`config.mk`:
```
export PLATFORM = sky130hd
export DESIGN_NAME = pfb_seq
export DESIGN_NICKNAME = d
export VERILOG_FILES = /design/src/hdl/pfb_pkg.sv /design/src/hdl/pfb_seq.sv
export SDC_FILE = /design/constraint.sdc
export NUM_CORES = 1
export LEC_CHECK = 0
export BUFFER_PORTS_ARGS = -buffer_cell sky130_fd_sc_hd__buf_4
export CORE_ASPECT_RATIO = 1.4
export CORE_MARGIN = 2
export CORE_UTILIZATION = 35
export CTS_BUF_LIST = sky130_fd_sc_hd__clkbuf_2 sky130_fd_sc_hd__clkbuf_4 sky130_fd_sc_hd__clkbuf_8
export DETAILED_ROUTE_END_ITERATION = 7
export REMOVE_ABC_BUFFERS = 1
export SKIP_LAST_GASP = 1
export SYNTH_ARGS = -nofsm -noshare
export SYNTH_HDL_FRONTEND = slang
export SYNTH_SLANG_ARGS = --single-unit
```
`constraint.sdc`:
```
create_clock -name clk -period 2.7 [get_ports clk]
set_clock_uncertainty 0.15 [all_clocks]
set_input_delay 0.405 -clock clk [delete_from_list [all_inputs] [get_ports clk]]
set_output_delay 0.405 -clock clk [all_outputs]
set_load 0.05 [all_outputs]
```
`src/hdl/pfb_pkg.sv`:
```
// pfb_pkg: types, constants, microcode table and port byte table for the
// fan-and-ball pid controller. no dependencies; imported by every other file.
package pfb_pkg;

  localparam int FRAC_BITS_DEF = 16;

  // datapath word, multiplier operand and product widths
  localparam int DW = 56;
  localparam int MW = 34;
  localparam int PW = 2 * MW;

  // exact divide by three for values below 2**32: (x * RECIP3) >> 33
  localparam logic [MW-1:0] RECIP3      = MW'(34'h0AAAAAAAB);
  localparam int            RECIP_SHIFT = 33;

  localparam int ADDR_W = 5;
  localparam int DATA_W = 32;

  localparam logic [1:0] CODE_INIT   = 2'd0;
  localparam logic [1:0] CODE_MODE   = 2'd1;
  localparam logic [1:0] CODE_PID    = 2'd2;
  localparam logic [1:0] CODE_MANUAL = 2'd3;

  typedef enum logic [2:0] {
    REG_SETPOINT       = 3'd0,
    REG_GAIN_P         = 3'd1,
    REG_GAIN_I         = 3'd2,
    REG_GAIN_D         = 3'd3,
    REG_INTEGRAL_LIMIT = 3'd4,
    REG_DRIVE_MAX      = 3'd5,
    REG_MANUAL_STEP    = 3'd6
  } reg_idx_t;

  typedef struct packed {
    logic [23:0] setpoint;
    logic [23:0] gain_p;
    logic [23:0] gain_i;
    logic [23:0] gain_d;
    logic [30:0] integral_limit;
    logic [18:0] drive_max;
    logic [16:0] manual_step;
  } cfg_t;

  typedef struct packed {
    logic mode_pin;
    logic display_select;
    logic raise_button;
    logic lower_button;
  } in_t;

  typedef struct packed {
    logic [7:0]  port_value;
    logic [23:0] position_out;
    logic [18:0] drive_out;
    logic [1:0]  control_state;
  } res_t;

  typedef enum logic [3:0] {
    CS_INIT   = 4'b0001,
    CS_MODE   = 4'b0010,
    CS_PID    = 4'b0100,
    CS_MANUAL = 4'b1000
  } cstate_t;

  typedef enum logic [3:0] {
    OP_NOP,
    OP_STATE,
    OP_ERRDER,
    OP_INTEG_ADD,
    OP_INTEG_CLAMP,
    OP_DRIVE_CLAMP,
    OP_MAN,
    OP_MAN_CLAMP,
    OP_FAN,
    OP_ACCEL,
    OP_VEL,
    OP_POS,
    OP_PCLAMP,
    OP_PORT
  } op_t;

  typedef enum logic [2:0] {
    M_NONE,
    M_P,
    M_I,
    M_D,
    M_R
  } msel_t;

  typedef enum logic [1:0] {
    AOP_NONE,
    AOP_LOAD,
    AOP_ADD,
    AOP_SUB
  } aop_t;

  typedef enum logic [1:0] {
    C_NEXT,
    C_GOTO,
    C_INIT,
    C_MANUAL
  } cond_t;

  localparam int UPC_W = 5;

  localparam logic [UPC_W-1:0] UA_MAN   = 5'd9;
  localparam logic [UPC_W-1:0] UA_PLANT = 5'd11;
  localparam logic [UPC_W-1:0] UA_DONE  = 5'd19;

  typedef struct packed {
    op_t              op;
    msel_t            msel;
    aop_t             aop;
    cond_t            cond;
    logic [UPC_W-1:0] target;
    logic             last;
  } uword_t;

  typedef struct packed {
    op_t   op;
    msel_t msel;
    aop_t  aop;
    logic  take_in;
    logic  load_out;
  } ctl_t;

  typedef struct packed {
    logic was_init;
    logic manual;
  } stat_t;

  // control store; products pass through the product register and then land in
  // the quotient register after their operands are selected
  function automatic uword_t ucode(input logic [UPC_W-1:0] pc);
    uword_t uw;
    uw = '{op: OP_NOP, msel: M_NONE, aop: AOP_NONE, cond: C_NEXT,
           target: '0, last: 1'b0};
    unique case (pc)
      5'd0: begin
        uw.op = OP_STATE;
        uw.cond = C_INIT;
        uw.target = UA_DONE;
      end
      5'd1: begin
        uw.cond = C_MANUAL;
        uw.target = UA_MAN;
      end
      5'd2:  uw.op = OP_ERRDER;
      5'd3: begin
        uw.op = OP_INTEG_ADD;
        uw.msel = M_P;
      end
      5'd4: begin
        uw.op = OP_INTEG_CLAMP;
        uw.msel = M_D;
      end
      5'd5: begin
        uw.aop = AOP_LOAD;
        uw.msel = M_I;
      end
      5'd6:  uw.aop = AOP_SUB;
      5'd7:  uw.aop = AOP_ADD;
      5'd8: begin
        uw.op = OP_DRIVE_CLAMP;
        uw.cond = C_GOTO;
        uw.target = UA_PLANT;
      end
      5'd9:  uw.op = OP_MAN;
      5'd10: uw.op = OP_MAN_CLAMP;
      5'd11: uw.op = OP_FAN;
      5'd12: uw.msel = M_R;
      5'd13: uw.op = OP_NOP;
      5'd14: uw.op = OP_ACCEL;
      5'd15: uw.op = OP_VEL;
      5'd16: uw.op = OP_POS;
      5'd17: uw.op = OP_PCLAMP;
      5'd18: uw.op = OP_PORT;
      5'd19: uw.last = 1'b1;
      default: uw.last = 1'b1;
    endcase
    return uw;
  endfunction

  function automatic logic [7:0] bar_level(input logic [7:0] n);
    logic [7:0] b;
    if (n <= 8'd26)       b = 8'd128;
    else if (n <= 8'd53)  b = 8'd64;
    else if (n <= 8'd80)  b = 8'd32;
    else if (n <= 8'd106) b = 8'd16;
    else if (n <= 8'd131) b = 8'd8;
    else if (n <= 8'd156) b = 8'd4;
    else if (n <= 8'd181) b = 8'd2;
    else                  b = 8'd1;
    return b;
  endfunction

  function automatic logic [1:0] cs_code(input cstate_t cs);
    logic [1:0] c;
    unique case (cs)
      CS_INIT:   c = CODE_INIT;
      CS_MODE:   c = CODE_MODE;
      CS_PID:    c = CODE_PID;
      CS_MANUAL: c = CODE_MANUAL;
      default:   c = CODE_INIT;
    endcase
    return c;
  endfunction

endpackage

```
`src/hdl/pfb_seq.sv`:
```
// pfb_seq: microprogram counter, control store lookup, jumps and the
// channel handshakes. depends on pfb_pkg (ucode, uword_t, ctl_t, stat_t).
module pfb_seq import pfb_pkg::*; (
  input  logic  clk,
  input  logic  rst,
  input  logic  in_valid,
  output logic  in_ready,
  output logic  out_valid,
  input  logic  out_ready,
  input  stat_t stat,
  output ctl_t  ctl
);

  logic [UPC_W-1:0] pc;
  logic [UPC_W-1:0] pc_next;
  logic             busy;
  uword_t           uw;
  logic             out_free;

  assign uw       = ucode(pc);
  assign in_ready = !busy;
  assign out_free = !out_valid || out_ready;

  always_comb begin
    ctl.op       = busy ? uw.op : OP_NOP;
    ctl.msel     = busy ? uw.msel : M_NONE;
    ctl.aop      = busy ? uw.aop : AOP_NONE;
    ctl.take_in  = in_valid && !busy;
    // last step waits here until the result register is free
    ctl.load_out = busy && uw.last && out_free;
  end

  always_comb begin
    case (uw.cond)
      C_GOTO:   pc_next = uw.target;
      C_INIT:   pc_next = stat.was_init ? uw.target : pc + UPC_W'(1);
      C_MANUAL: pc_next = stat.manual ? uw.target : pc + UPC_W'(1);
      default:  pc_next = pc + UPC_W'(1);
    endcase
  end

  always_ff @(posedge clk) begin
    if (rst) begin
      busy      <= 1'b0;
      pc        <= '0;
      out_valid <= 1'b0;
    end else begin
      if (ctl.take_in) begin
        busy <= 1'b1;
        pc   <= '0;
      end else if (ctl.load_out) begin
        busy <= 1'b0;
      end else if (busy && !uw.last) begin
        pc <= pc_next;
      end
      if (ctl.load_out) begin
        out_valid <= 1'b1;
      end else if (out_ready) begin
        out_valid <= 1'b0;
      end
    end
  end

endmodule

```
Word-level counts from Yosys, hierarchy flattened

Index checks and enable logic that the tools add are counted.

Input port bits: 6
Memories kept: 0
Output and inout port bits: 13
Register bits: 7
Latch bits: 0
Logic and storage cells: 54
ROM bits: 0
Bits in writable memories: 0

Add/sub/neg operators: 1
Magnitude comparators: 0
Multiplexer cells: 15
Multiply operators: 0
Bitwise logic cells: 1
Shift operators: 0
Eq/ne operators: 21
Divide/modulo/power cells: 0
Reductions and logical operators: 13

Operators by type and width:

| cell                                                             | count |
|---|---|
| 4-bit case mux with 13 select lines                              | 1 |
| 5-bit by 4-bit == test with 1-bit output (second input constant) | 8 |
| 7-bit case mux with 3 select lines                               | 1 |
| 5-bit by 3-bit == test with 1-bit output (second input constant) | 4 |
| 19-bit OR reduction                                              | 1 |
| 5-bit == test (second input constant)                            | 3 |
| 5-bit case mux with 3 select lines                               | 1 |
| 3-bit case mux with 4 select lines                               | 1 |
| 5-bit by 2-bit == test with 1-bit output (second input constant) | 2 |
| 5-bit two-way mux                                                | 2 |
| 2-bit case mux with 3 select lines                               | 1 |
| 5-bit by 1-bit adder with 5-bit output (second input constant)   | 1 |
| 5-bit by 1-bit == test with 1-bit output (second input constant) | 1 |
| 5-bit logical NOT                                                | 1 |
| 1-bit two-way mux                                                | 5 |
| 2-bit == test (second input constant)                            | 2 |
| 1-bit logical AND                                                | 4 |
| 4-bit two-way mux                                                | 1 |
| 2-bit nonzero test                                               | 2 |
| 3-bit two-way mux                                                | 1 |
| 2-bit by 1-bit == test with 1-bit output (second input constant) | 1 |
| 1-bit logical NOT                                                | 2 |
| 2-bit two-way mux                                                | 1 |
| 2-bit AND reduction                                              | 1 |
| 3 further kinds                                                  | 3 |

Logic depth before layout (Yosys ltp)

Gate-level depths: netlist of the first run.

Word-level depth: 7
Mapped depth: 8
Mapped depth without buffers: 7

Worst setup path before layout of the first run

OpenSTA, ideal clock, no wires.

Path kind: register -> output
From: reg busy
To: out ctl[4] (netlist name)
Data required time: 2.145 ns
Data arrival time: 2.572 ns
Cell stages (with the launch flop): 4
Slack: -0.427 ns
Path buffers: 1
Cell sequence: dfxtp_1 > buf_2 > clkinv_1 > nor4_1

RTL lines:

| item                   | line          | text |
|---|---|---|
| start, declared        | pfb_seq.sv:16 | `logic busy;` |
| start signal, assigned | pfb_seq.sv:44 | `busy <= 1'b0;` |
| start signal, assigned | pfb_seq.sv:49 | `busy <= 1'b1;` |
| start signal, assigned | pfb_seq.sv:52 | `busy <= 1'b0;` |
| end, declared          | pfb_seq.sv:11 | `output ctl_t ctl` |

==> flow_summary.json, run 1 <==
{
  "worstPathRequired_ns": 2.14,
  "grt_max_degree": 13,
  "syn_avg_cell_area_sq_um": 7.61,
  "drive_above_1_share": 0.356,
  "n_antenna_cell": 0,
  "drt_wl_total_mm": 2.35,
  "fin_util": 0.450,
  "drc_errors": 0,
  "fin_cells": 158,
  "worst-setup-path-type": "reg -> out",
  "crit_path_start_kind": "flop",
  "max_clock_freq_mhz": 380,
  "io_pins": 19,
  "grt_use_total": 0.178,
  "vias": 929,
  "r2r_cells": 6,
  "final_area_sq_um": 1060,
  "cp.depth": 8,
  "hold_violations": 0,
  "critPathArrivalTime_ns": 2.08,
  "drv_slew": 0,
  "synth_flop_cell": "dfxtp_1",
  "clk_latency_ns": 0.25,
  "finalSetupViolations": 0,
  "antenna_found_initial": 0,
  "portBuffers": 18,
  "grt_overflow": 0,
  "htreeDepth": 1,
  "timing.final.crit_share": 0.976,
  "fin_nets": 146,
  "synth_seq_area_share": 0.163,
  "drtPass1Iterations": 4,
  "cts.clk_slew.worst_paths_ns": 0.05,
  "place_area_sq_um": 1020,
  "slowest_delay_ns": 0.44,
  "ir_drop_mv": 0.278,
  "drt-wirelength-per-cell_um": 14.8,
  "total_power_uw": 529,
  "die_area_sq_um": 2870,
  "max_cap_violations": 0,
  "vias_per_cell": 5.88,
  "slowest_stage": "or3_1",
  "whs_endpoint": "out_valid",
  "cp_max_fo": 7,
  "whs_path_depth": 2,
  "crit_path_cell_trace": "inv_1, ha_2, nor2_2, nor3_2, or3_1, o21ai_2, nor2_1, buf_4",
  "hpwl_mm": 1.83,
  "syn_to_final_growth_pct": 23.7,
  "ys_warn_count": 0,
  "grt_pass1_vias": 863,
  "ant_nets": 0,
  "synth_async_sr_flop_share": 0,
  "cts_buffer_depth": 2,
  "cts_tree": "yes",
  "die_w_um": 45.9,
  "crit_buf_inv": 2,
  "worst_setup_path_end_kind": "primary output",
  "place_inst": 154,
  "synthesis.area_sq_um": 860,
  "synth_seq_cells": 7,
  "grt_pass1_wl_mm": 3.86,
  "first_iter_violations": 23,
  "synthCells": 113,
  "ctsHoldBuffers": 0,
  "place_congestion": 0.952,
  "power_density_nw_per_um2": 498,
  "power.leakage_nw": 0.419,
  "yosysUniqueCellTypes": 48,
  "rows": 21,
  "hold_class": "in -> reg",
  "numCtsBuffers": 3,
  "status": "complete, no violations",
  "r2r-start": "pc[4]",
  "rrSetupSlack_ns": 0.56,
  "reg2reg_to": "pc[0]",
  "synth_edf_count": 0,
  "critPathTopFamily": "simple AND/OR/NAND/NOR gates",
  "cts_root_buffer": "clkbuf_4",
  "die_y_um": 62.6,
  "core_area_sq_um": 2360,
  "holdWs_ns": 0.185,
  "clock-sinks": 7,
  "initial_utilization": 0.363,
  "maxSlewHeadroom": 0.651,
  "worstHoldStart": "rst",
  "fin_crit_ns": 2.64,
  "worst_slew_pin_slew_ns": 0.523
}
## cell type report
cell class / instances / area, sq um
clock buffer: 4 / 30.0
fill: 234 / 1300
inverter: 9 / 33.8
multi-input combinational: 89 / 632
sequential: 7 / 144
tap: 23 / 28.8
timing repair buffer: 26 / 195
## state kept, by name (all words and copies together) (netlist names)
name       flops
busy           1
pc             5
out_valid      1
## layout by cell type (no fill, tap or decap), drive strengths merged, types with 2 or more instances in the layout
cell type	n
buf	26
a21oi	8
clkbuf	4
ha	4
nand3	5
o21ai	9
nor2	15
dfxtp	7
nor2b	2
nand2	5
o31ai	2
a32oi	2
a211oi	3
nor3	3
inv	8
nand2b	5
mux2i	3
## what timing repair did
item	in CTS	in global routing
hold endpoints to repair	0	0
setup buffers	0	0
resized for setup	3	5
endpoints found under the setup margin	2	3
## worst max-delay path by stage
| stage | from | endpoint | slack, ns |
|---|---|---|---|
| 2_1_floorplan | busy | ctl[4] | -0.46 |
| 3_3_place_gp | pc[0] | ctl[7] | 0.20 |
| 3_5_place_dp | pc[0] | ctl[9] | 0.12 |
| 4_1_cts | pc[0] | ctl[9] | 0.02 |
| 5_1_grt | pc[1] | ctl[7] | -0.03 |
| 6_report | pc[0] | ctl[9] | 0.06 |
## per-layer routing
layer	up-vias	GRT usage	part of all wire
li1	455	-	-
met1	432	0.226	0.43
met2	31	0.269	0.48
met3	11	0.0376	0.047
met4	0	0.0964	0.039
met5	-	0	0
## cells in the mapped netlist, drive strengths merged (2+ instances only)
| master | instances | area, sq um |
|---|---|---|
| nor3 | 3 | 25.0 |
| a211oi | 3 | 27.5 |
| nor2b | 2 | 12.5 |
| a32oi | 2 | 17.5 |
| o21ai | 9 | 45.0 |
| a21oi | 8 | 43.8 |
| nand2 | 5 | 21.3 |
| nand2b | 5 | 31.3 |
| mux2i | 3 | 30.0 |
| dfxtp | 7 | 140 |
| inv | 8 | 30.0 |
| nand3 | 5 | 25.0 |
| ha | 4 | 50.1 |
| o31ai | 2 | 20.0 |
| buf | 8 | 65.1 |
| nor2 | 15 | 58.8 |
## stage by stage
| stage | worst slack [ns] | setup TNS (ns) |
|---|---|---|
| 2_1_floorplan | -0.456 | -0.537 |
| 3_3_place_gp | 0.197 | 0 |
| 3_5_place_dp | 0.120 | 0 |
| 4_1_cts | 0.0164 | 0 |
| 5_1_grt | -0.0281 | -0.0558 |
| 6_report | 0.0650 | 0 |
## kinds of logic after synthesis
logic type / share of synthesized area
AND/OR/NAND/NOR: 0.300
adder cells (fa/ha/maj): 0.0582
flip-flops: 0.163
buffers and inverters: 0.115
AO/OA/AOI/OAI: 0.316
multiplexers: 0.0480
## power breakdown
group	internal, mW	switching, mW
Combinational	0.115	0.178
Clock	0.0665	0.0396
Sequential	0.114	0.0162
Total	0.295	0.234
(Power assumes the default switching activity.)
==> inputs of run 2 (changes only) <==
CORE_UTILIZATION = 40   (was 35)
==> flow_summary.json, run 2 (synthesized netlist as in run 1, its figures left out) <==
{
  "die_area_sq_um": 2540,
  "cts_root_buffer": "clkbuf_4",
  "critPathArrivalTime_ns": 2.05,
  "hold_violations": 0,
  "clock-sinks": 7,
  "initial_utilization": 0.430,
  "largest_register_ffs": 5,
  "antenna_found_initial": 0,
  "final_cell_mix": "buf_4, nor2_1, inv_1",
  "clk_latency_ns": 0.25,
  "hpwl_mm": 1.85,
  "total_power_uw": 530,
  "n_antenna_cell": 0,
  "grt_overflow": 0,
  "fin_cells": 157,
  "worst_slew_pin_slew_ns": 0.412,
  "max_cap_violations": 0,
  "status": "complete, no violations",
  "ant_nets": 0,
  "ir_drop_mv": 0.333,
  "place_inst": 152,
  "grt_pass1_vias": 888,
  "timing.final.crit_share": 0.963,
  "drc_errors": 0,
  "fin_nets": 147,
  "grt_pass1_wl_mm": 3.93,
  "place_congestion": 0.870,
  "crit_path_start_kind": "flop",
  "worst_setup_path_end_kind": "primary output",
  "drv_slew": 0,
  "drtPass1Iterations": 4,
  "cts_tree": "yes",
  "power.leakage_nw": 0.424,
  "numCtsBuffers": 3,
  "io_pins": 19,
  "layout_commonest_cell": "buf_4",
  "largest-register": "pc",
  "maxSlewHeadroom": 0.718,
  "place_ws_ns": 0.0868,
  "cts_buffer_depth": 2,
  "hold_class": "in -> reg",
  "syn_to_final_growth_pct": 24.5,
  "holdWs_ns": 0.197,
  "fin_crit_ns": 2.60,
  "worst-setup-path-type": "reg -> out",
  "grt_max_degree": 13,
  "vias_per_cell": 5.95,
  "setup_ws_ns": 0.0993,
  "htreeDepth": 1,
  "vias": 934,
  "top_regs": "pc: 5 flops, busy: 1 flops, out_valid: 1 flops",
  "cts.clk_slew.worst_paths_ns": 0.06,
  "rrSetupSlack_ns": 0.59,
  "first_iter_violations": 23,
  "max_clock_freq_mhz": 385,
  "die_w_um": 43.2,
  "drt_wl_total_mm": 2.39,
  "portBuffers": 18,
  "rsz0062_at_grt": "true",
  "drive_above_1_share": 0.368,
  "cp_max_fo": 6,
  "die_y_um": 58.9,
  "finalSetupViolations": 0,
  "drt-wirelength-per-cell_um": 15.2,
  "power_density_nw_per_um2": 496,
  "worstPathRequired_ns": 2.14,
  "rows": 19,
  "core_area_sq_um": 2000,
  "grt_use_total": 0.202
}
run 2: timing repair:
action	in CTS	in global routing
setup buffers	0	1
hold buffers	0	0
gates cloned	0	0
setup endpoints to repair	3	4
resized for setup	3	7
pin swaps	0	1
run 2: area by class of cell:
class                      instances  area (sq um)
fill                             191           927
multi-input combinational         89           632
timing repair buffer              27           203
sequential                         7           145
inverter                           9          33.8
clock buffer                       4          30.0
tap                               21          26.3
run 2: final timing paths:
path | from | to | depth (start not counted)
setup / recovery | pc[1] | ctl[7] | 8
hold reg to reg | pc[1] | pc[1] | 2
setup reg to reg | pc[0] | pc[0] | 7
hold / removal | rst | out_valid | 2
run 2: per-stage QoR:
step                      TNS, ns  cell area (sq um)   util
final                           0               1070  0.536
after global routing      -0.0682               1070  0.536
after CTS                       0               1050  0.526
after detailed placement        0               1020  0.509
after global placement          0               1020  0.509
after floorplan            -0.537                795      -
run 2: where the power goes:
group	internal, mW	leakage, nW	switching (mW)
logic	0.118	0.347	0.177
registers	0.114	0.0589	0.0168
clock network	0.0664	0.0184	0.0376
total	0.299	0.424	0.231
run 2: routing by layer:
metal	vias up	wire length (um)	GRT usage
li1	457	-	-
met1	449	1040	0.243
met2	24	1250	0.369
met3	4	75	0.00920
met4	0	31	0.0779
met5	-	0	0
run 2: critical path, stage by stage, from the launching register on:
cell and delay (ns):
dfxtp_2 0.37, inv_1 0.07, ha_1 0.24, nor2_2 0.18, nor3_2 0.07, or3_1 0.44
o21ai_2 0.17, nor2_1 0.06, buf_4 0.19
