===== config.mk =====
export PLATFORM = sky130hd
export DESIGN_NAME = pfb_apb
export DESIGN_NICKNAME = d
export VERILOG_FILES = /design/src/hdl/pfb_pkg.sv /design/src/hdl/pfb_apb.sv
export SDC_FILE = /design/constraint.sdc
export NUM_CORES = 1
export LEC_CHECK = 0
export BUFFER_PORTS_ARGS = -buffer_cell sky130_fd_sc_hd__buf_2
export CAP_MARGIN = 20
export CORE_ASPECT_RATIO = 1.1
export CORE_MARGIN = 8
export CORE_UTILIZATION = 30
export CTS_CLUSTER_SIZE = 14
export DETAILED_ROUTE_END_ITERATION = 16
export PLACE_DENSITY_LB_ADDON = 0.3
export SLEW_MARGIN = 20
export SYNTH_ARGS = -nofsm -noshare
export SYNTH_HDL_FRONTEND = slang
export SYNTH_SLANG_ARGS = --single-unit

===== constraint.sdc =====
create_clock -name clk -period 2.8 [get_ports clk]
set_input_delay 0.14 -clock clk [delete_from_list [all_inputs] [get_ports clk]]
set_output_delay 0.14 -clock clk [all_outputs]
set_load 0.1 [all_outputs]

===== src/hdl/pfb_pkg.sv =====
// pfb_pkg: types, constants, microcode table and port byte table for the
// fan-and-ball pid controller. no dependencies; imported by every other file.
package pfb_pkg;

  localparam int FRAC_BITS_DEF = 16;

  // datapath word, multiplier operand and product widths
  localparam int DW = 56;
  localparam int MW = 34;
  localparam int PW = 2 * MW;

  // exact divide by three for values below 2**32: (x * RECIP3) >> 33
  localparam logic [MW-1:0] RECIP3      = MW'(34'h0AAAAAAAB);
  localparam int            RECIP_SHIFT = 33;

  localparam int ADDR_W = 5;
  localparam int DATA_W = 32;

  localparam logic [1:0] CODE_INIT   = 2'd0;
  localparam logic [1:0] CODE_MODE   = 2'd1;
  localparam logic [1:0] CODE_PID    = 2'd2;
  localparam logic [1:0] CODE_MANUAL = 2'd3;

  typedef enum logic [2:0] {
    REG_SETPOINT       = 3'd0,
    REG_GAIN_P         = 3'd1,
    REG_GAIN_I         = 3'd2,
    REG_GAIN_D         = 3'd3,
    REG_INTEGRAL_LIMIT = 3'd4,
    REG_DRIVE_MAX      = 3'd5,
    REG_MANUAL_STEP    = 3'd6
  } reg_idx_t;

  typedef struct packed {
    logic [23:0] setpoint;
    logic [23:0] gain_p;
    logic [23:0] gain_i;
    logic [23:0] gain_d;
    logic [30:0] integral_limit;
    logic [18:0] drive_max;
    logic [16:0] manual_step;
  } cfg_t;

  typedef struct packed {
    logic mode_pin;
    logic display_select;
    logic raise_button;
    logic lower_button;
  } in_t;

  typedef struct packed {
    logic [7:0]  port_value;
    logic [23:0] position_out;
    logic [18:0] drive_out;
    logic [1:0]  control_state;
  } res_t;

  typedef enum logic [3:0] {
    CS_INIT   = 4'b0001,
    CS_MODE   = 4'b0010,
    CS_PID    = 4'b0100,
    CS_MANUAL = 4'b1000
  } cstate_t;

  typedef enum logic [3:0] {
    OP_NOP,
    OP_STATE,
    OP_ERRDER,
    OP_INTEG_ADD,
    OP_INTEG_CLAMP,
    OP_DRIVE_CLAMP,
    OP_MAN,
    OP_MAN_CLAMP,
    OP_FAN,
    OP_ACCEL,
    OP_VEL,
    OP_POS,
    OP_PCLAMP,
    OP_PORT
  } op_t;

  typedef enum logic [2:0] {
    M_NONE,
    M_P,
    M_I,
    M_D,
    M_R
  } msel_t;

  typedef enum logic [1:0] {
    AOP_NONE,
    AOP_LOAD,
    AOP_ADD,
    AOP_SUB
  } aop_t;

  typedef enum logic [1:0] {
    C_NEXT,
    C_GOTO,
    C_INIT,
    C_MANUAL
  } cond_t;

  localparam int UPC_W = 5;

  localparam logic [UPC_W-1:0] UA_MAN   = 5'd9;
  localparam logic [UPC_W-1:0] UA_PLANT = 5'd11;
  localparam logic [UPC_W-1:0] UA_DONE  = 5'd19;

  typedef struct packed {
    op_t              op;
    msel_t            msel;
    aop_t             aop;
    cond_t            cond;
    logic [UPC_W-1:0] target;
    logic             last;
  } uword_t;

  typedef struct packed {
    op_t   op;
    msel_t msel;
    aop_t  aop;
    logic  take_in;
    logic  load_out;
  } ctl_t;

  typedef struct packed {
    logic was_init;
    logic manual;
  } stat_t;

  // control store; products pass through the product register and then land in
  // the quotient register after their operands are selected
  function automatic uword_t ucode(input logic [UPC_W-1:0] pc);
    uword_t uw;
    uw = '{op: OP_NOP, msel: M_NONE, aop: AOP_NONE, cond: C_NEXT,
           target: '0, last: 1'b0};
    unique case (pc)
      5'd0: begin
        uw.op = OP_STATE;
        uw.cond = C_INIT;
        uw.target = UA_DONE;
      end
      5'd1: begin
        uw.cond = C_MANUAL;
        uw.target = UA_MAN;
      end
      5'd2:  uw.op = OP_ERRDER;
      5'd3: begin
        uw.op = OP_INTEG_ADD;
        uw.msel = M_P;
      end
      5'd4: begin
        uw.op = OP_INTEG_CLAMP;
        uw.msel = M_D;
      end
      5'd5: begin
        uw.aop = AOP_LOAD;
        uw.msel = M_I;
      end
      5'd6:  uw.aop = AOP_SUB;
      5'd7:  uw.aop = AOP_ADD;
      5'd8: begin
        uw.op = OP_DRIVE_CLAMP;
        uw.cond = C_GOTO;
        uw.target = UA_PLANT;
      end
      5'd9:  uw.op = OP_MAN;
      5'd10: uw.op = OP_MAN_CLAMP;
      5'd11: uw.op = OP_FAN;
      5'd12: uw.msel = M_R;
      5'd13: uw.op = OP_NOP;
      5'd14: uw.op = OP_ACCEL;
      5'd15: uw.op = OP_VEL;
      5'd16: uw.op = OP_POS;
      5'd17: uw.op = OP_PCLAMP;
      5'd18: uw.op = OP_PORT;
      5'd19: uw.last = 1'b1;
      default: uw.last = 1'b1;
    endcase
    return uw;
  endfunction

  function automatic logic [7:0] bar_level(input logic [7:0] n);
    logic [7:0] b;
    if (n <= 8'd26)       b = 8'd128;
    else if (n <= 8'd53)  b = 8'd64;
    else if (n <= 8'd80)  b = 8'd32;
    else if (n <= 8'd106) b = 8'd16;
    else if (n <= 8'd131) b = 8'd8;
    else if (n <= 8'd156) b = 8'd4;
    else if (n <= 8'd181) b = 8'd2;
    else                  b = 8'd1;
    return b;
  endfunction

  function automatic logic [1:0] cs_code(input cstate_t cs);
    logic [1:0] c;
    unique case (cs)
      CS_INIT:   c = CODE_INIT;
      CS_MODE:   c = CODE_MODE;
      CS_PID:    c = CODE_PID;
      CS_MANUAL: c = CODE_MANUAL;
      default:   c = CODE_INIT;
    endcase
    return c;
  endfunction

endpackage


===== src/hdl/pfb_apb.sv =====
// pfb_apb: apb register block holding the seven controller settings.
// depends on pfb_pkg (cfg_t, reg_idx_t, ADDR_W, DATA_W).
module pfb_apb import pfb_pkg::*; #(
  parameter int FRAC_BITS = FRAC_BITS_DEF
) (
  input  logic              clk,
  input  logic              rst,
  input  logic              psel,
  input  logic              penable,
  input  logic              pwrite,
  input  logic [ADDR_W-1:0] paddr,
  input  logic [DATA_W-1:0] pwdata,
  output logic [DATA_W-1:0] prdata,
  output logic              pready,
  output cfg_t              cfg
);

  localparam logic [23:0] SP_RST  = 24'(64'd100 << FRAC_BITS);
  localparam logic [23:0] GP_RST  = 24'(((64'd5 << FRAC_BITS) + 64'd50) / 64'd100);
  localparam logic [23:0] GI_RST  = 24'(((64'd1 << FRAC_BITS) + 64'd500) / 64'd1000);
  localparam logic [23:0] GD_RST  = 24'(64'd5 << (FRAC_BITS - 1));
  localparam logic [30:0] LIM_RST = 31'(64'd1000 << FRAC_BITS);
  localparam logic [18:0] DM_RST  = 19'(((64'd13 << FRAC_BITS) + 64'd5) / 64'd10);
  localparam logic [16:0] MS_RST  = 17'(((64'd75 << FRAC_BITS) + 64'd5000) / 64'd10000);

  reg_idx_t idx;
  logic     wr;

  assign pready = 1'b1;
  assign idx    = reg_idx_t'(paddr[4:2]);
  assign wr     = psel && penable && pwrite;

  always_ff @(posedge clk) begin
    if (rst) begin
      cfg.setpoint       <= SP_RST;
      cfg.gain_p         <= GP_RST;
      cfg.gain_i         <= GI_RST;
      cfg.gain_d         <= GD_RST;
      cfg.integral_limit <= LIM_RST;
      cfg.drive_max      <= DM_RST;
      cfg.manual_step    <= MS_RST;
    end else if (wr) begin
      unique case (idx)
        REG_SETPOINT:       cfg.setpoint       <= pwdata[23:0];
        REG_GAIN_P:         cfg.gain_p         <= pwdata[23:0];
        REG_GAIN_I:         cfg.gain_i         <= pwdata[23:0];
        REG_GAIN_D:         cfg.gain_d         <= pwdata[23:0];
        REG_INTEGRAL_LIMIT: cfg.integral_limit <= pwdata[30:0];
        REG_DRIVE_MAX:      cfg.drive_max      <= pwdata[18:0];
        REG_MANUAL_STEP:    cfg.manual_step    <= pwdata[16:0];
        default: ;
      endcase
    end
  end

  always_comb begin
    unique case (idx)
      REG_SETPOINT:       prdata = DATA_W'(cfg.setpoint);
      REG_GAIN_P:         prdata = DATA_W'(cfg.gain_p);
      REG_GAIN_I:         prdata = DATA_W'(cfg.gain_i);
      REG_GAIN_D:         prdata = DATA_W'(cfg.gain_d);
      REG_INTEGRAL_LIMIT: prdata = DATA_W'(cfg.integral_limit);
      REG_DRIVE_MAX:      prdata = DATA_W'(cfg.drive_max);
      REG_MANUAL_STEP:    prdata = DATA_W'(cfg.manual_step);
      default:            prdata = '0;
    endcase
  end

endmodule


After elaboration in Yosys (flattened, before gate mapping)
Index checks and enable logic that the tools add are counted.
{"block": "classes", "addsub": 0, "n_mul": 0, "div": 0, "magnitude_cmp": 0, "eq_ne": 6, "shift": 0, "mux": 1, "n_bitwise": 0, "n_reduce_logical": 10}
{"cell": "31-bit case mux with 7 select lines", "count": 1}
{"cell": "2-bit AND reduction", "count": 7}
{"cell": "3-bit equality test, second input constant", "count": 3}
{"cell": "3-bit by 2-bit equality test with 1-bit output, second input constant", "count": 2}
{"cell": "3-bit by 1-bit equality test with 1-bit output, second input constant", "count": 1}
{"cell": "3-bit logical NOT", "count": 1}
{"cell": "1-bit logical AND", "count": 2}
{"block": "word_totals", "ff_bits": 163, "latch_bits": 0, "mem_bits_rw": 0, "romBits": 0, "in_bits": 42, "output_inout_bits": 196, "word_cells": 24, "memories": 0}

Logic depth before layout (Yosys ltp)
Gate-level depths: netlist (run 1).
{"block": "depth", "depth_word": 3, "ltp_mapped": 6}

Worst setup path after synthesis (run 1)
Ideal clock, no wire load.
{"block": "synth_timing", "path_kind": "reg2out", "startpoint": "register cfg[67] (netlist name)", "endpoint": "output prdata[0]", "arrival_time_ns": 3.646, "required_time_ns": 2.660, "path_slack_ns": -0.986, "stages_incl_launch_ff": 4, "n_path_buf": 0, "path_cell_list": "dfxtp_1 mux2i_1 o221a_2 a221oi_1"}
{"block": "synth_via", "elab_chain_cells": 1}
{"item": "from (decl)", "line": "pfb_apb.sv:15", "text": "output cfg_t cfg"}
{"item": "31-bit case mux with 7 select lines", "line": "pfb_apb.sv:57", "text": "unique case (idx)"}
{"item": "to (decl)", "line": "pfb_apb.sv:13", "text": "output logic [DATA_W-1:0] prdata,"}
No other way between the ends.

Worst setup path in the final report (run 1)
{"block": "layout_timing", "startpoint": "input paddr[3]", "endpoint": "output prdata[17]"}
{"block": "layout_via", "elab_chain_cells": 2, "word_cells_on_any_way": 8}
{"item": "from (decl)", "line": "pfb_apb.sv:11", "text": "input logic [ADDR_W-1:0] paddr,"}
{"item": "3-bit equality test (tied with other cells)", "line": "pfb_apb.sv:57"}
{"item": "31-bit case mux with 7 select lines *", "line": "pfb_apb.sv:57"}
Every way passes the cells marked *; elsewhere a longest branch is shown, timed or not.

==> results.json, run 1 <==
{
  "setup.worst_path.start_class": "input pin",
  "required_ns": 2.66,
  "drive_above_1_share_pct": 31.3,
  "drt_wl_total_um": 30400,
  "die_x_um": 170,
  "fill_cells": 2636,
  "avgSynthCellArea_sq_um": 8.63,
  "stdcell_count": 1464,
  "grt_pass1_wl_um": 46200,
  "dieArea_sq_um": 31300,
  "largest_reg_flops": 163,
  "top_register": "cfg",
  "start_util_pct": 30.1,
  "port_buffers": 232,
  "grt_pass1_vias": 7457,
  "ys.flop_type": "dfxtp_1",
  "path_cells": "buf_4, buf_4, nand2b_2, o22a_1, o21ai_1, buf_2",
  "drc": 0,
  "arrival_ns": 2.02,
  "vdd_drop_max_v": 0.000298,
  "fin_crit_ns": 2.16,
  "path_class": "in2out",
  "detail_route.wl_per_cell_um": 20.8,
  "crit_family": "buffers and inverters",
  "insertion_delay_ns": 0.42,
  "area_growth_pct": 33.0,
  "dp_hpwl_um": 21500,
  "clk_pin_slew_ns": 0.07,
  "numCtsBuffers": 17,
  "cp-startpoint": "paddr[3]",
  "run_status": "finished, final reports clean",
  "syn_nets": 943,
  "core-area_sq_um": 25800,
  "post_cts_buffers": 0,
  "yosys-top-cells-count": "163 x dfxtp_1, 131 x o21ai_0, 105 x mux2i_1, 87 x a21oi_1, 86 x nand3_1",
  "timing.max_cap.violations": 0,
  "setup_viol": 0,
  "final_util_pct": 40.0,
  "slowest_stage": "buf_2",
  "dpl_cell_area_sq_um": 9590,
  "design_area_sq_um": 10300,
  "timing.critical_path.to_type": "output port",
  "grt_max_degree": 70,
  "place.gp.congestion": 0.845,
  "synthArstFlopShare_pct": 0,
  "first_pass_iters": 8,
  "slew_violations": 0,
  "min_path_type": "in2reg",
  "yosys.area.top_type": "dfxtp_1",
  "rows": 62,
  "htreeDepth": 4,
  "synth_area_sq_um": 7780,
  "final_nets": 1141,
  "skew_ns": 0,
  "register_area_sq_um": 3270,
  "relSlewSlack_pct": 42.2,
  "power_uw": 5760,
  "hold_viol_final": 0,
  "synthCells": 901,
  "whs_ns": 0.0243,
  "numClockSinks": 163,
  "ys_warn_count": 0,
  "p_leak_uw": 0.00434,
  "worstReg2RegStart": "cfg[35]",
  "die_h_um": 185,
  "synth_edf_count": 0,
  "synthDistinctLibCells": 40,
  "multi_input_area_sq_um": 4140,
  "io_pins": 238,
  "drtAntennaViolNets": 0,
  "cts_tree": "yes",
  "antenna_found_initial": 0,
  "fmax_mhz": 462,
  "synth_top_cell_area_share_pct": 41.9,
  "grt-ovfl-total": 0,
  "post-route-period-util_pct": 77.3,
  "max_stage_delay_ns": 0.46,
  "top_regs": "cfg: 163 flops",
  "grt_setup_unrepaired": "no",
  "ys_seq_area_share_pct": 41.9,
  "critical_path_buf_inv_count": 3,
  "grt_usage_pct": 19.1,
  "power_density_nw_per_um2": 557,
  "first_iter_violations": 502,
  "ys_ff_latch": 163,
  "crit_top_cell": "buf_4",
  "vias": 7550,
  "yosysMostFrequentCell": "dfxtp_1",
  "clock_path_buffers": 2,
  "crit_fanout": 22,
  "worst_slew_pin_slew_ns": 0.863,
  "min_from": "pwdata[11]",
  "yosys-top-cells-area": "dfxtp_1 42%, mux2i_1 14%, o21ai_0 8.4%",
  "dp_cells": 1418,
  "cts_root_buf": "clkbuf_16",
  "viasPerCell": 5.16
}
## path summary, 6_finish.rpt
path                                   end  slack, ns  depth (start not counted)
worst max-delay path            prdata[17]       0.64                          6
worst max register to register     cfg[35]       2.03                          3
worst min-delay path              cfg[102]       0.02                          3
worst min register to register     cfg[98]       0.49                          2
## cell usage in the layout, fill, tap and decap left out, drive strengths merged, types with 6 or more instances in the layout
cell and instances:
nor2 62, or3 7, dlygate4sd3 14, a21oi 87, o221a 13, inv 12, mux2i 105, nor2b 26
nand2 8, buf 262, dfxtp 163, nand4b 6, a221oi 13, o31ai 7, nand3 87, clkbuf 23
and2 7, o21ai 135, nand2b 35
## repair_timing
item	in CTS	in global routing
hold buffers	14	0
endpoints found under the hold margin	27	0
resized for setup	0	0
## per-stage QoR
step	TNS, ns	setup WS (ns)
floorplan	-0.0159	-0.0159
CTS	0	0.571
global route	0	0.484
global placement	0	0.609
finish	0	0.637
detailed placement	0	0.569
## final cells by class
class | instances | share of cell area (%)
Antenna cell | 1 | 0.0242
Clock inverter | 8 | 1.21
Sequential cell | 163 | 31.6
Clock buffer | 23 | 4.72
Multi-Input combinational cell | 629 | 40.0
Tap cell | 352 | 4.26
Inverter | 12 | 0.435
Timing Repair Buffer | 276 | 17.7
## kinds of logic (layout without fill, tap and decap cells)
logic type / Yosys count / count (layout) / synth area share, %
AOI/OAI and AO/OA: 274 / 274 / 20.4
and+or+nand+nor: 244 / 244 / 16.8
DFF: 163 / 163 / 41.9
muxes: 109 / 109 / 14.1
buffers and inverters: 109 / 319 / 6.64
other: 2 / 3 / 0.0965
## layer usage
layer / routed length, um / part of all wire [%] / GRT usage (%) / up-vias
li1: - / - / - / 3613
met3: 2030 / 6.7 / 5.27 / 29
met1: 14000 / 46 / 25.1 / 3637
met2: 13900 / 46 / 29.9 / 271
met4: 534 / 1.8 / 5.81 / 0
met5: 0 / 0 / 0 / -
## worst register-to-register path: stages (launching register included)
cell and delay, ns:
dfxtp_1 0.34, nor2b_1 0.13, o21ai_0 0.07, o21ai_0 0.09
## power breakdown
part / switching, uW / internal, uW
Combinational: 678 / 253
Clock: 984 / 1500
Sequential: 13.1 / 2340
Total: 1680 / 4090
(Power assumes the default switching activity.)
==> run 2, diff against run 1 <==
==> constraint.sdc (replaced) <==
create_clock -name clk -period 2.3 [get_ports clk]
set_input_delay 0.115 -clock clk [delete_from_list [all_inputs] [get_ports clk]]
set_output_delay 0.115 -clock clk [all_outputs]
set_load 0.1 [all_outputs]
==> run 2 against run 1 <==
  * Clock skew stayed put
  * Clock power is 9.7% higher
  * Die area stayed put
  * Worst setup slack worse by 0.39 ns
  * Register-to-register slack worse by 0.53 ns
  * Global-route usage is 0.12 points higher
  * First-iteration DRC count is 11% higher
  * Wire length is 0.36% higher
  * Non-clock buffer count is 12 higher
  * Sequential share of layout area is 0.89 points lower
  * Highest routed layer unchanged
==> results.json, run 2 (synthesis gave the netlist of run 1 again) <==
{
  "final_nets": 1153,
  "drc": 0,
  "skew_ns": 0,
  "setup_tns_ns": 0,
  "vias": 7612,
  "layout_common_cells": "201 x buf_2, 129 x o21ai_0, 120 x dfxtp_1",
  "grt_setup_unrepaired": "no",
  "hold_viol_final": 0,
  "reg2reg_setup_slack_ns": 1.50,
  "rows": 62,
  "postCtsResizedCells": 0,
  "post-route-period-util_pct": 89.2,
  "crit_fanout": 16,
  "relSlewSlack_pct": 54.7,
  "cts_root_buf": "clkbuf_16",
  "grt_max_degree": 89,
  "fill_cells": 2546,
  "setup.worst_path.start_class": "input pin",
  "fmax_mhz": 487,
  "hold_depth": 3,
  "timing.critical_path.to_type": "output port",
  "largest_reg_flops": 163,
  "detail_route.wl_per_cell_um": 20.7,
  "timing.max_cap.violations": 0,
  "fin_crit_ns": 2.05,
  "first_pass_iters": 4,
  "clk_pin_slew_ns": 0.07,
  "setup_viol": 0,
  "start_util_pct": 30.1,
  "post_cts_buffers": 0,
  "required_ns": 2.18,
  "worst_slew_pin_slew_ns": 0.680,
  "worstReg2RegStart": "cfg[35]",
  "path_class": "in2out",
  "insertion_delay_ns": 0.42,
  "area_growth_pct": 39.5,
  "grt_pass1_vias": 7497,
  "io_pins": 238,
  "layout_commonest_cell": "buf_2",
  "arrival_ns": 1.94,
  "die_x_um": 170,
  "min_from": "pwdata[16]",
  "endpoint": "prdata[16]",
  "port_buffers": 232,
  "grt-ovfl-total": 0,
  "r2r-end": "cfg[35]",
  "drtAntennaViolNets": 0,
  "min_path_type": "in2reg",
  "p_leak_uw": 0.00448,
  "run_status": "finished, final reports clean",
  "numClockSinks": 163,
  "viasPerCell": 5.16,
  "whs_ns": 0.0147,
  "clock_path_buffers": 2,
  "htreeDepth": 4,
  "first_iter_violations": 555,
  "top_regs": "cfg: 163 flops",
  "vdd_drop_max_v": 0.000478,
  "reg2reg_depth": 3,
  "dieArea_sq_um": 31300,
  "slew_violations": 0,
  "numCtsBuffers": 17,
  "drive_above_1_share_pct": 34.3,
  "cp-startpoint": "paddr[4]",
  "core-area_sq_um": 25800,
  "antenna_found_initial": 0,
  "top_register": "cfg",
  "place.gp.congestion": 0.878,
  "drt_wl_total_um": 30500,
  "n_antenna_cell": 0,
  "power_density_nw_per_um2": 626,
  "grt_usage_pct": 19.2,
  "cts_tree": "yes",
  "grt_pass1_wl_um": 46600,
  "dp_hpwl_um": 21800,
  "die_h_um": 185
}
run 2: what timing repair did:
item | 4_1_cts | 5_1_grt
hold endpoints to repair | 51 | 0
hold buffers | 24 | 0
setup endpoints to repair | 0 | 0
run 2: per-layer routing:
layer  track usage (%)  up-vias  routed length, um
met4              6.23        0                754
met3              4.88       42               1900
li1                  -     3648                  -
met2              30.2      284              14000
met1              25.3     3638              13900
met5                 0        -                  0
run 2: cell type report:
class	instances	area, sq um	area share (%)
multi-input combinational	629	4280	39.5
clock inverter	8	78.8	0.727
timing repair buffer	288	2200	20.3
inverter	12	45.0	0.415
clock buffer	23	468	4.31
sequential	163	3340	30.8
tap	352	440	4.06
run 2: worst max-delay path: stages:
cell	delay, ns
buf_2	0.33
buf_4	0.31
nor2b_2	0.17
buf_4	0.37
a32oi_1	0.12
o211ai_1	0.26
buf_12	0.24
run 2: where the power goes:
group          internal (uW)  switching (uW)
Combinational            366             848
Sequential              2830            16.0
Clock                   1550            1180
run 2: worst min-delay path by stage:
| stage | endpoint |
|---|---|
| after global placement | cfg[60] |
| after floorplan | cfg[107] |
| after CTS | cfg[155] |
| after global routing | cfg[77] |
| after detailed placement | cfg[60] |
| final | cfg[155] |
run 2: per-stage QoR:
stage	power (uW)	utilization, %	cells	setup slack (ns)	area [sq um]
final	6790	42.0	1475	0.249	10800
after global routing	7010	42.0	1475	0.167	10800
after CTS	6850	42.0	1475	0.246	10800
after detailed placement	4100	39.0	1420	0.248	10100
after global placement	4100	39.0	1420	0.291	10100
after floorplan	3710	-	901	-0.491	8110
